[src/hw/rtl/ccds_pkg.sv]
// Shared constants, codes and control types of the closest clock divider search.
`timescale 1ns / 1ps

package ccds_pkg;

  // Data path width of rates and clock frequencies.
  localparam int DATA_W = 32;

  // Default divider limits.
  localparam int DEF_MAX_DIV_A     = 16;
  localparam int DEF_MAX_DIV_E     = 256;
  localparam int DEF_MAX_COUNT_DIV = 4096;

  // Configuration port.
  localparam int          ADDR_W           = 3;
  localparam int          REG_IDX_W        = ADDR_W - 2;
  localparam logic [REG_IDX_W-1:0] REG_CORE_CLOCK = '0;
  localparam logic [DATA_W-1:0]    CORE_CLOCK_RESET = 32'd204000000;

  // Controller states.
  typedef enum logic [3:0] {
    ST_IDLE,
    ST_CLASSIFY,
    ST_QA,
    ST_QA_WAIT,
    ST_QE,
    ST_QE_WAIT,
    ST_QC,
    ST_QC_WAIT,
    ST_EVAL,
    ST_OUT
  } ccds_state_t;

  // Which division the shared divider performs.
  typedef enum logic [1:0] {
    SEL_QA,
    SEL_QE,
    SEL_QC
  } ccds_sel_t;

  // Commands from the controller to the datapath.
  typedef struct packed {
    logic      load;
    logic      div_start;
    ccds_sel_t div_sel;
    logic      set_high;
    logic      set_low;
    logic      init_search;
    logic      eval;
    logic      inc_a;
    logic      inc_e;
    logic      inc_c;
  } ccds_cmd_t;

  // Status from the datapath to the controller.
  typedef struct packed {
    logic div_done;
    logic ge_clock;
    logic le_lowest;
    logic hit;
    logic qc_below;
    logic a_last;
    logic e_last;
    logic c_last;
  } ccds_status_t;

endpackage

[src/hw/rtl/closest_clock_divider_search_top.sv]
// Top level of the closest clock divider search.
`timescale 1ns / 1ps

// A request is taken when start is high while busy is low; its result is shown
// for exactly one cycle with done high, and the receiver cannot hold it off, so
// it must capture the result ports in that cycle. The lowest reachable rate
// comes from a multiplication by a constant reciprocal as the request is taken,
// so the classify state settles the edge cases and the output state shows them.
// The divisions by a, e and the counter run on one shared divider that yields
// one quotient bit per cycle. A real search adds one division for each value
// of a, one for each pair (a, e) and one plus a scoring step for each counter
// value tried. The counter loop stops at the first rate below the target
// and an exact match ends the search, so the count varies with the request.
// The clock register should only be written while busy is low.
module closest_clock_divider_search_top
  import ccds_pkg::*;
#(
  parameter int MAX_DIV_A     = DEF_MAX_DIV_A,
  parameter int MAX_DIV_E     = DEF_MAX_DIV_E,
  parameter int MAX_COUNT_DIV = DEF_MAX_COUNT_DIV
) (
  input  logic              clk,
  input  logic              rst,
  input  logic              start,
  output logic              busy,
  input  logic [DATA_W-1:0] wanted_rate,
  output logic              done,
  output logic [4:0]        div_a,
  output logic [8:0]        div_e,
  output logic [12:0]       count_div,
  output logic [DATA_W-1:0] achieved_rate,
  output logic [DATA_W-1:0] rate_error,
  input  logic              psel,
  input  logic              penable,
  input  logic              pwrite,
  input  logic [ADDR_W-1:0] paddr,
  input  logic [DATA_W-1:0] pwdata,
  output logic [DATA_W-1:0] prdata,
  output logic              pready
);

  logic [DATA_W-1:0] core_clock;
  ccds_cmd_t         cmd;
  ccds_status_t      status;

  ccds_regs u_regs (
    .clk        (clk),
    .rst        (rst),
    .psel       (psel),
    .penable    (penable),
    .pwrite     (pwrite),
    .paddr      (paddr),
    .pwdata     (pwdata),
    .prdata     (prdata),
    .pready     (pready),
    .core_clock (core_clock)
  );

  ccds_ctrl u_ctrl (
    .clk    (clk),
    .rst    (rst),
    .start  (start),
    .status (status),
    .cmd    (cmd),
    .busy   (busy),
    .done   (done)
  );

  ccds_datapath #(
    .MAX_DIV_A     (MAX_DIV_A),
    .MAX_DIV_E     (MAX_DIV_E),
    .MAX_COUNT_DIV (MAX_COUNT_DIV)
  ) u_dp (
    .clk           (clk),
    .rst           (rst),
    .cmd           (cmd),
    .status        (status),
    .core_clock    (core_clock),
    .wanted_rate   (wanted_rate),
    .div_a         (div_a),
    .div_e         (div_e),
    .count_div     (count_div),
    .achieved_rate (achieved_rate),
    .rate_error    (rate_error)
  );

endmodule

[src/hw/rtl/ccds_divider.sv]
// Restoring divider that produces one quotient bit per cycle.
`timescale 1ns / 1ps

module ccds_divider
  import ccds_pkg::*;
#(
  parameter int DVSR_W = 17
) (
  input  logic              clk,
  input  logic              rst,
  input  logic              start,
  input  logic [DATA_W-1:0] dividend,
  input  logic [DVSR_W-1:0] divisor,
  output logic              done,
  output logic [DATA_W-1:0] quotient
);

  localparam int CNT_W = $clog2(DATA_W);

  logic              busy;
  logic [CNT_W-1:0]  cnt;
  logic [DVSR_W-1:0] rem;
  logic [DVSR_W-1:0] dvsr;
  logic [DATA_W-1:0] rq;

  logic [DVSR_W:0]   shifted;
  logic              ge;
  logic [DVSR_W:0]   sub;

  // One restoring step: shift in the next dividend bit and try a subtract.
  always_comb begin
    shifted = {rem, rq[DATA_W-1]};
    ge      = shifted >= {1'b0, dvsr};
    sub     = shifted - {1'b0, dvsr};
  end

  // Control of the iteration.
  always_ff @(posedge clk) begin
    if (rst) begin
      busy <= 1'b0;
      done <= 1'b0;
      cnt  <= '0;
    end else begin
      done <= 1'b0;
      if (start) begin
        busy <= 1'b1;
        cnt  <= '0;
      end else if (busy) begin
        cnt <= cnt + 1'b1;
        if (cnt == CNT_W'(DATA_W - 1)) begin
          busy <= 1'b0;
          done <= 1'b1;
        end
      end
    end
  end

  // Remainder and the shared dividend and quotient register.
  always_ff @(posedge clk) begin
    if (start) begin
      rem  <= '0;
      dvsr <= divisor;
      rq   <= dividend;
    end else if (busy) begin
      rem <= ge ? sub[DVSR_W-1:0] : shifted[DVSR_W-1:0];
      rq  <= {rq[DATA_W-2:0], ge};
    end
  end

  assign quotient = rq;

endmodule

[src/hw/rtl/ccds_regs.sv]
// Configuration register file with its APB-style port.
`timescale 1ns / 1ps

module ccds_regs
  import ccds_pkg::*;
(
  input  logic              clk,
  input  logic              rst,
  input  logic              psel,
  input  logic              penable,
  input  logic              pwrite,
  input  logic [ADDR_W-1:0] paddr,
  input  logic [DATA_W-1:0] pwdata,
  output logic [DATA_W-1:0] prdata,
  output logic              pready,
  output logic [DATA_W-1:0] core_clock
);

  logic wr_en;

  assign pready = 1'b1;
  assign wr_en  = psel && penable && pwrite && pready;

  // The source clock register.
  always_ff @(posedge clk) begin
    if (rst) begin
      core_clock <= CORE_CLOCK_RESET;
    end else if (wr_en && paddr[ADDR_W-1:2] == REG_CORE_CLOCK) begin
      core_clock <= pwdata;
    end
  end

  // Read back; addresses beyond the register read as zero.
  always_comb begin
    if (paddr[ADDR_W-1:2] == REG_CORE_CLOCK) begin
      prdata = core_clock;
    end else begin
      prdata = '0;
    end
  end

endmodule

[src/hw/rtl/ccds_datapath.sv]
// Datapath: loop counters, the shared divider, the best match and the result registers.
`timescale 1ns / 1ps

module ccds_datapath
  import ccds_pkg::*;
#(
  parameter int MAX_DIV_A     = DEF_MAX_DIV_A,
  parameter int MAX_DIV_E     = DEF_MAX_DIV_E,
  parameter int MAX_COUNT_DIV = DEF_MAX_COUNT_DIV
) (
  input  logic              clk,
  input  logic              rst,
  input  ccds_cmd_t         cmd,
  output ccds_status_t      status,
  input  logic [DATA_W-1:0] core_clock,
  input  logic [DATA_W-1:0] wanted_rate,
  output logic [4:0]        div_a,
  output logic [8:0]        div_e,
  output logic [12:0]       count_div,
  output logic [DATA_W-1:0] achieved_rate,
  output logic [DATA_W-1:0] rate_error
);

  localparam int AW = $clog2(MAX_DIV_A + 1);
  localparam int EW = $clog2(MAX_DIV_E + 1);
  localparam int CW = $clog2(MAX_COUNT_DIV + 1);
  localparam int AE_W   = (AW > EW) ? AW : EW;
  localparam int DVSR_W = (AE_W > CW) ? AE_W : CW;

  // The lowest reachable rate is the clock divided by the product of the three
  // limits. A product beyond the clock range always gives zero; otherwise the
  // division is a multiplication by a rounded-up reciprocal, exact for every
  // clock value.
  localparam logic [71:0] LOW_PROD  = 72'(MAX_DIV_A) * 72'(MAX_DIV_E) * 72'(MAX_COUNT_DIV);
  localparam bit          LOW_ZERO  = LOW_PROD > 72'(32'hFFFF_FFFF);
  localparam int          LOW_L     = LOW_ZERO ? 0 : $clog2(LOW_PROD);
  localparam int          LOW_SH    = DATA_W + LOW_L;
  localparam logic [71:0] LOW_RCP_W = ((72'd1 << LOW_SH) / LOW_PROD) + 72'd1;
  localparam int          PW        = 2 * DATA_W + 2;
  localparam logic [DATA_W+1:0] LOW_RCP = LOW_RCP_W[DATA_W+1:0];

  // Request and intermediate quotients.
  logic [DATA_W-1:0] wanted;
  logic [DATA_W-1:0] lowest;
  logic [DATA_W-1:0] qa;
  logic [DATA_W-1:0] qe;
  logic [DATA_W-1:0] qc;

  // Loop counters.
  logic [AW-1:0] a;
  logic [EW-1:0] e;
  logic [CW-1:0] c;

  // Best match so far.
  logic [AW-1:0]     best_a;
  logic [EW-1:0]     best_e;
  logic [CW-1:0]     best_c;
  logic [DATA_W-1:0] best_rate;
  logic [DATA_W-1:0] best_err;

  // Divider hookup.
  ccds_sel_t         sel;
  logic [DATA_W-1:0] dv_dividend;
  logic [DVSR_W-1:0] dv_divisor;
  logic              dv_done;
  logic [DATA_W-1:0] dv_quotient;

  logic [DATA_W-1:0] diff;
  logic              better;

  logic [PW-1:0]     low_prod;
  logic [DATA_W-1:0] low_rate;

  // Lowest reachable rate from the reciprocal product.
  always_comb begin
    low_prod = PW'(core_clock) * PW'(LOW_RCP);
    low_rate = LOW_ZERO ? '0 : DATA_W'(low_prod >> LOW_SH);
  end

  // Operand selection for the division being started.
  always_comb begin
    case (cmd.div_sel)
      SEL_QA: begin
        dv_dividend = core_clock;
        dv_divisor  = DVSR_W'(a);
      end
      SEL_QE: begin
        dv_dividend = qa;
        dv_divisor  = DVSR_W'(e);
      end
      SEL_QC: begin
        dv_dividend = qe;
        dv_divisor  = DVSR_W'(c);
      end
      default: begin
        dv_dividend = core_clock;
        dv_divisor  = DVSR_W'(1);
      end
    endcase
  end

  ccds_divider #(
    .DVSR_W (DVSR_W)
  ) u_div (
    .clk      (clk),
    .rst      (rst),
    .start    (cmd.div_start),
    .dividend (dv_dividend),
    .divisor  (dv_divisor),
    .done     (dv_done),
    .quotient (dv_quotient)
  );

  // Remember where the running division's quotient belongs.
  always_ff @(posedge clk) begin
    if (cmd.div_start) begin
      sel <= cmd.div_sel;
    end
  end

  // Store a finished quotient.
  always_ff @(posedge clk) begin
    if (dv_done) begin
      case (sel)
        SEL_QA:  qa <= dv_quotient;
        SEL_QE:  qe <= dv_quotient;
        SEL_QC:  qc <= dv_quotient;
        default: qc <= dv_quotient;
      endcase
    end
  end

  // Distance of the current candidate and whether it beats the best.
  always_comb begin
    diff   = (qc > wanted) ? (qc - wanted) : (wanted - qc);
    better = diff < best_err;
  end

  // Latch the request and the lowest rate for the current clock.
  always_ff @(posedge clk) begin
    if (cmd.load) begin
      wanted <= wanted_rate;
      lowest <= low_rate;
    end
  end

  // Loop counters for a, e and c.
  always_ff @(posedge clk) begin
    if (cmd.init_search) begin
      a <= AW'(1);
      e <= EW'(1);
      c <= CW'(1);
    end else if (cmd.inc_a) begin
      a <= a + 1'b1;
      e <= EW'(1);
      c <= CW'(1);
    end else if (cmd.inc_e) begin
      e <= e + 1'b1;
      c <= CW'(1);
    end else if (cmd.inc_c) begin
      c <= c + 1'b1;
    end
  end

  // Best match and result registers.
  always_ff @(posedge clk) begin
    if (cmd.set_high) begin
      best_a    <= AW'(1);
      best_e    <= EW'(1);
      best_c    <= CW'(1);
      best_rate <= core_clock;
      best_err  <= wanted - core_clock;
    end else if (cmd.set_low) begin
      best_a    <= AW'(MAX_DIV_A);
      best_e    <= EW'(MAX_DIV_E);
      best_c    <= CW'(MAX_COUNT_DIV);
      best_rate <= lowest;
      best_err  <= lowest - wanted;
    end else if (cmd.init_search) begin
      best_a    <= '0;
      best_e    <= '0;
      best_c    <= '0;
      best_rate <= '0;
      best_err  <= wanted;
    end else if (cmd.eval && better) begin
      best_a    <= a;
      best_e    <= e;
      best_c    <= c;
      best_rate <= qc;
      best_err  <= diff;
    end
  end

  // Status towards the controller.
  always_comb begin
    status.div_done  = dv_done;
    status.ge_clock  = wanted >= core_clock;
    status.le_lowest = wanted <= lowest;
    status.hit       = better && (diff == '0);
    status.qc_below  = qc < wanted;
    status.a_last    = a == AW'(MAX_DIV_A);
    status.e_last    = e == EW'(MAX_DIV_E);
    status.c_last    = c == CW'(MAX_COUNT_DIV);
  end

  // Result fields, fitted to their port widths.
  assign div_a         = 5'(best_a);
  assign div_e         = 9'(best_e);
  assign count_div     = 13'(best_c);
  assign achieved_rate = best_rate;
  assign rate_error    = best_err;

endmodule

[src/hw/rtl/ccds_ctrl.sv]
// Controller state machine that sequences the divider search.
`timescale 1ns / 1ps

module ccds_ctrl
  import ccds_pkg::*;
(
  input  logic         clk,
  input  logic         rst,
  input  logic         start,
  input  ccds_status_t status,
  output ccds_cmd_t    cmd,
  output logic         busy,
  output logic         done
);

  ccds_state_t state;
  ccds_state_t state_next;

  // State register.
  always_ff @(posedge clk) begin
    if (rst) begin
      state <= ST_IDLE;
    end else begin
      state <= state_next;
    end
  end

  // Next state and commands.
  always_comb begin
    state_next = state;
    cmd        = '0;
    cmd.div_sel = SEL_QA;
    case (state)
      ST_IDLE: begin
        if (start) begin
          cmd.load   = 1'b1;
          state_next = ST_CLASSIFY;
        end
      end
      // Settle the two edge cases or start the search.
      ST_CLASSIFY: begin
        if (status.ge_clock) begin
          cmd.set_high = 1'b1;
          state_next   = ST_OUT;
        end else if (status.le_lowest) begin
          cmd.set_low = 1'b1;
          state_next  = ST_OUT;
        end else begin
          cmd.init_search = 1'b1;
          state_next      = ST_QA;
        end
      end
      ST_QA: begin
        cmd.div_start = 1'b1;
        cmd.div_sel   = SEL_QA;
        state_next    = ST_QA_WAIT;
      end
      ST_QA_WAIT: begin
        if (status.div_done) state_next = ST_QE;
      end
      ST_QE: begin
        cmd.div_start = 1'b1;
        cmd.div_sel   = SEL_QE;
        state_next    = ST_QE_WAIT;
      end
      ST_QE_WAIT: begin
        if (status.div_done) state_next = ST_QC;
      end
      ST_QC: begin
        cmd.div_start = 1'b1;
        cmd.div_sel   = SEL_QC;
        state_next    = ST_QC_WAIT;
      end
      ST_QC_WAIT: begin
        if (status.div_done) state_next = ST_EVAL;
      end
      // Score the candidate and step the loops.
      ST_EVAL: begin
        cmd.eval = 1'b1;
        if (status.hit) begin
          state_next = ST_OUT;
        end else if (status.qc_below || status.c_last) begin
          if (status.e_last) begin
            if (status.a_last) begin
              state_next = ST_OUT;
            end else begin
              cmd.inc_a  = 1'b1;
              state_next = ST_QA;
            end
          end else begin
            cmd.inc_e  = 1'b1;
            state_next = ST_QE;
          end
        end else begin
          cmd.inc_c  = 1'b1;
          state_next = ST_QC;
        end
      end
      ST_OUT: begin
        state_next = ST_IDLE;
      end
      default: begin
        state_next = ST_IDLE;
      end
    endcase
  end

  assign busy = state != ST_IDLE;
  assign done = state == ST_OUT;

endmodule

[config.mk]
export PLATFORM = sky130hd
export DESIGN_NAME = closest_clock_divider_search_top
export DESIGN_NICKNAME = d
export VERILOG_FILES = /design/src/hw/rtl/ccds_pkg.sv /design/src/hw/rtl/closest_clock_divider_search_top.sv /design/src/hw/rtl/ccds_divider.sv /design/src/hw/rtl/ccds_regs.sv /design/src/hw/rtl/ccds_datapath.sv /design/src/hw/rtl/ccds_ctrl.sv
export SDC_FILE = /design/constraint.sdc
export NUM_CORES = 1
export LEC_CHECK = 0
export ABC_AREA = 0
export BUFFER_PORTS_ARGS = -buffer_cell sky130_fd_sc_hd__buf_4
export CORE_MARGIN = 2
export CORE_UTILIZATION = 40
export CTS_BUF_LIST = sky130_fd_sc_hd__clkbuf_8
export DETAILED_ROUTE_END_ITERATION = 10
export PLACE_DENSITY = 0.69
export SKIP_LAST_GASP = 1
export SLEW_MARGIN = 20
export SYNTH_ARGS = -nofsm -noshare
export SYNTH_HDL_FRONTEND = slang
export SYNTH_SLANG_ARGS = --single-unit
export TNS_END_PERCENT = 100
[constraint.sdc]
create_clock -name clk -period 8 [get_ports clk]
set_input_delay 2.4 -clock clk [delete_from_list [all_inputs] [get_ports clk]]
set_output_delay 2.4 -clock clk [all_outputs]
set_load 0.05 [all_outputs]
==> results.toml <==
[min_path]
min_path_type = "register to register"
hold_start = "u_regs.core_clock[3]"

[grt]
grt_use_total_pct = 25.4
grt_pass1_vias = 18424
grt_first_pass_wirelength_mm = 111
antenna_found_initial = 1
grt_remaining_overflow = 0
grt_max_degree = 90

[sta]
slew_violations = 0
worstMarginPinSlew_ps = 1070
final_hold_viol_count = 0
fin_skew_ps = 39.2
period_minus_slack_ps = 6760
clock.fmax_ghz = 0.148
setup_viol = 0
slew-limit-headroom_pct = 28.1
rsz0062_at_grt = "no"
period_share_pct = 84.5
hold_ws_ps = 481
tns_ps = 0

[floorplan]
start_util_pct = 40.5
boundaryPins = 199
num_rows = 86
core_um2 = 55100
design.die.area_um2 = 57600
die_width_um = 240
dieHeight_um = 240

[clocking]
clk_pin_slew_worst_paths_ps = 70
root_buffer = "clkbuf_8"
ctsHoldBuffers = 0
ctsResizeCount = 0
clock-sinks = 357
clock_latency_ps = 700
cts_max_level = 2
cts_tree = "done"
cts_made_buffers = 61
cts_buffer_depth = 3
cts_setup_buffers = 0

[synth]
synth-edff-count = 247
synth_compound_area_share_pct = 19.7
synth.area.mux_share_pct = 2.58
yosysUniqueCellTypes = 92
synthCells = 2422
synth_warnings = 0
synth_top_area_cell = "edfxtp_1"
synth_simple_gate_area_share_pct = 15.3
synthesis.area_um2 = 22300
avgSynthCellArea_um2 = 9.21
synth_xor_area_share_pct = 3.46
synthAdderAreaFrac_pct = 9.43
synth.area.top_cells = "edfxtp_1 33%, dfxtp_1 9.9%, ha_1 9.0%"
yosys.area.top_type_share_pct = 33.3
synth_top_family_by_area = "compound AO/OA/AOI/OAI gates"
synth-async-reset-ratio_pct = 0
synth-seq-cells = 357
synth-seq-area-share_pct = 43.1
synth-main-ff-cell = "edfxtp_1"
synth_fp_nets = 2660

[layout]
area_delta_synth_final_pct = 14.9
instances_no_fill = 3375
drive_above_1_share_pct = 13.5
nFillCells = 5338
layout.nets = 2812
regArea_um2 = 9620
multi_input_area_um2 = 11300

[critical_path]
startpoint = "u_dp.qc[0]"
setup.worst_path.class = "register to register"
cp_data_arrival_time_ps = 7330
start_kind = "register"
worst_setup_path_end_kind = "register"
required_ps = 8570
ff2ff_setup_slack_ps = 1240
r2r_start = "u_dp.qc[0]"
critical_path.max_fanout = 37

[place]
place.gp.congestion = 0.952
hpwl_mm = 56.8
placed_cells = 3258
numPortBuffers = 195

[detailed_routing]
wl_per_cell_um = 22.0
vias = 19456
first_pass_iters = 6
ant_nets = 0
drt_iter0_drc = 2217
vias_per_cell = 5.76
routed_wl_mm = 74.2
drc = 0

[job]
drv_cap = 0

[power_and_ir_drop]
vdd_drop_max_uv = 125
power.density_nw_per_um2 = 265
leakagePower_nw = 10.3

[run_status]
status = "finished clean"
layout by cell type, fill, tap and decap left out, types with 58 or more instances in the layout:
master    instances
a21oi_1         200
buf_4           222
clkbuf_8         71
dfxtp_1         110
edfxtp_1        247
ha_1            159
inv_1           220
nand2_1         245
nor2_1          194
o21ai_0         174
xnor2_1          58
area by class of cell:
class	count	area share [%]
multi-input combinational	1723	44.2
sequential	357	37.5
timing repair buffer	224	6.63
clock buffer	71	3.81
tap	748	3.65
inverter	207	3.03
clock inverter	44	1.10
antenna	1	0.00977
final timing paths:
check	depth (start not counted)	endpoint
worst max-delay path	25	u_dp.e[0]
worst min-delay path	2	u_regs.core_clock[3]
worst max register to register	25	u_dp.e[0]
worst min register to register	2	u_regs.core_clock[3]
Yosys cell counts, drive strengths merged, types with 20 or more instances:
cell,instances
a211oi,24
a21o,54
a21oi,203
a22oi,39
a31oi,22
buf,44
clkbuf,91
dfxtp,110
edfxtp,247
ha,160
inv,206
mux2i,56
nand2,246
nand3,58
nand4,40
nor2,195
nor2b,21
nor3,42
o211ai,20
o21ai,193
o31ai,25
xnor2,58
xor2,30
sequential cells by signal (all words and copies together) (netlist names), 8 cells and up:
name / flops
u_dp.achieved_rate: 32
u_dp.qa: 32
u_dp.qc: 32
u_dp.qe: 32
u_dp.rate_error: 32
u_dp.u_div.quotient: 32
u_dp.wanted: 32
u_regs.core_clock: 32
u_dp.c: 13
u_dp.count_div: 13
u_dp.u_div.dvsr: 13
u_dp.u_div.rem: 13
u_dp.div_e: 9
u_dp.e: 9
u_dp.lowest: 8
worst max-delay path: stages, from the launching register on:
cell,delay [ps]
edfxtp_1,460
inv_1,70
ha_1,230
inv_1,160
fa_1,320
a211oi_2,120
o211ai_2,300
nand3_2,160
a211oi_2,320
a21o_1,540
buf_4,350
mux2i_1,240
xnor2_1,250
inv_1,140
ha_1,320
a21o_1,180
a21o_1,170
a21oi_1,150
nor2_1,60
a211oi_1,290
nand2_1,210
nor3_1,370
and3_1,210
buf_4,350
o31ai_2,200
or3_1,430
per-layer routing:
layer  global-route usage (%)  vias up  routed length [µm]
li1                         -     9070                   -
met1                     37.0     9421               33500
met2                     37.4      849               31800
met3                     4.17      116                6130
met4                     9.73        0                2740
met5                        0        -                   0
through the flow:
step | total power [W] | utilization (%) | setup WS, ps | cell area, µm²
floorplan | 0.00428 | - | 1790 | 22300
global placement | 0.00502 | 44.1 | 1440 | 24300
detailed placement | 0.00508 | 44.2 | 1330 | 24300
CTS | 0.00679 | 46.5 | 1260 | 25600
global route | 0.00714 | 46.5 | 838 | 25600
finish | 0.00678 | 46.5 | 1240 | 25600
report_power, final:
part           switching, W  internal [W]  leakage [nW]
Combinational       0.00171      0.000862          6.47
Clock              0.000802      0.000886         0.707
Sequential         0.000210       0.00231          3.17
Total               0.00272       0.00406          10.3
cell families (layout without fill, tap and decap cells):
logic type / Yosys count / count (layout)
adder cells (fa/ha/maj): 165 / 165
buffers and inverters: 342 / 546
other: 1 / 2
AND/OR/NAND/NOR: 716 / 716
flip-flops: 357 / 357
AO/OA/AOI/OAI: 696 / 696
XOR/XNOR: 88 / 88
multiplexers: 57 / 57
No activity file was read; power rests on OpenSTA's default activity.
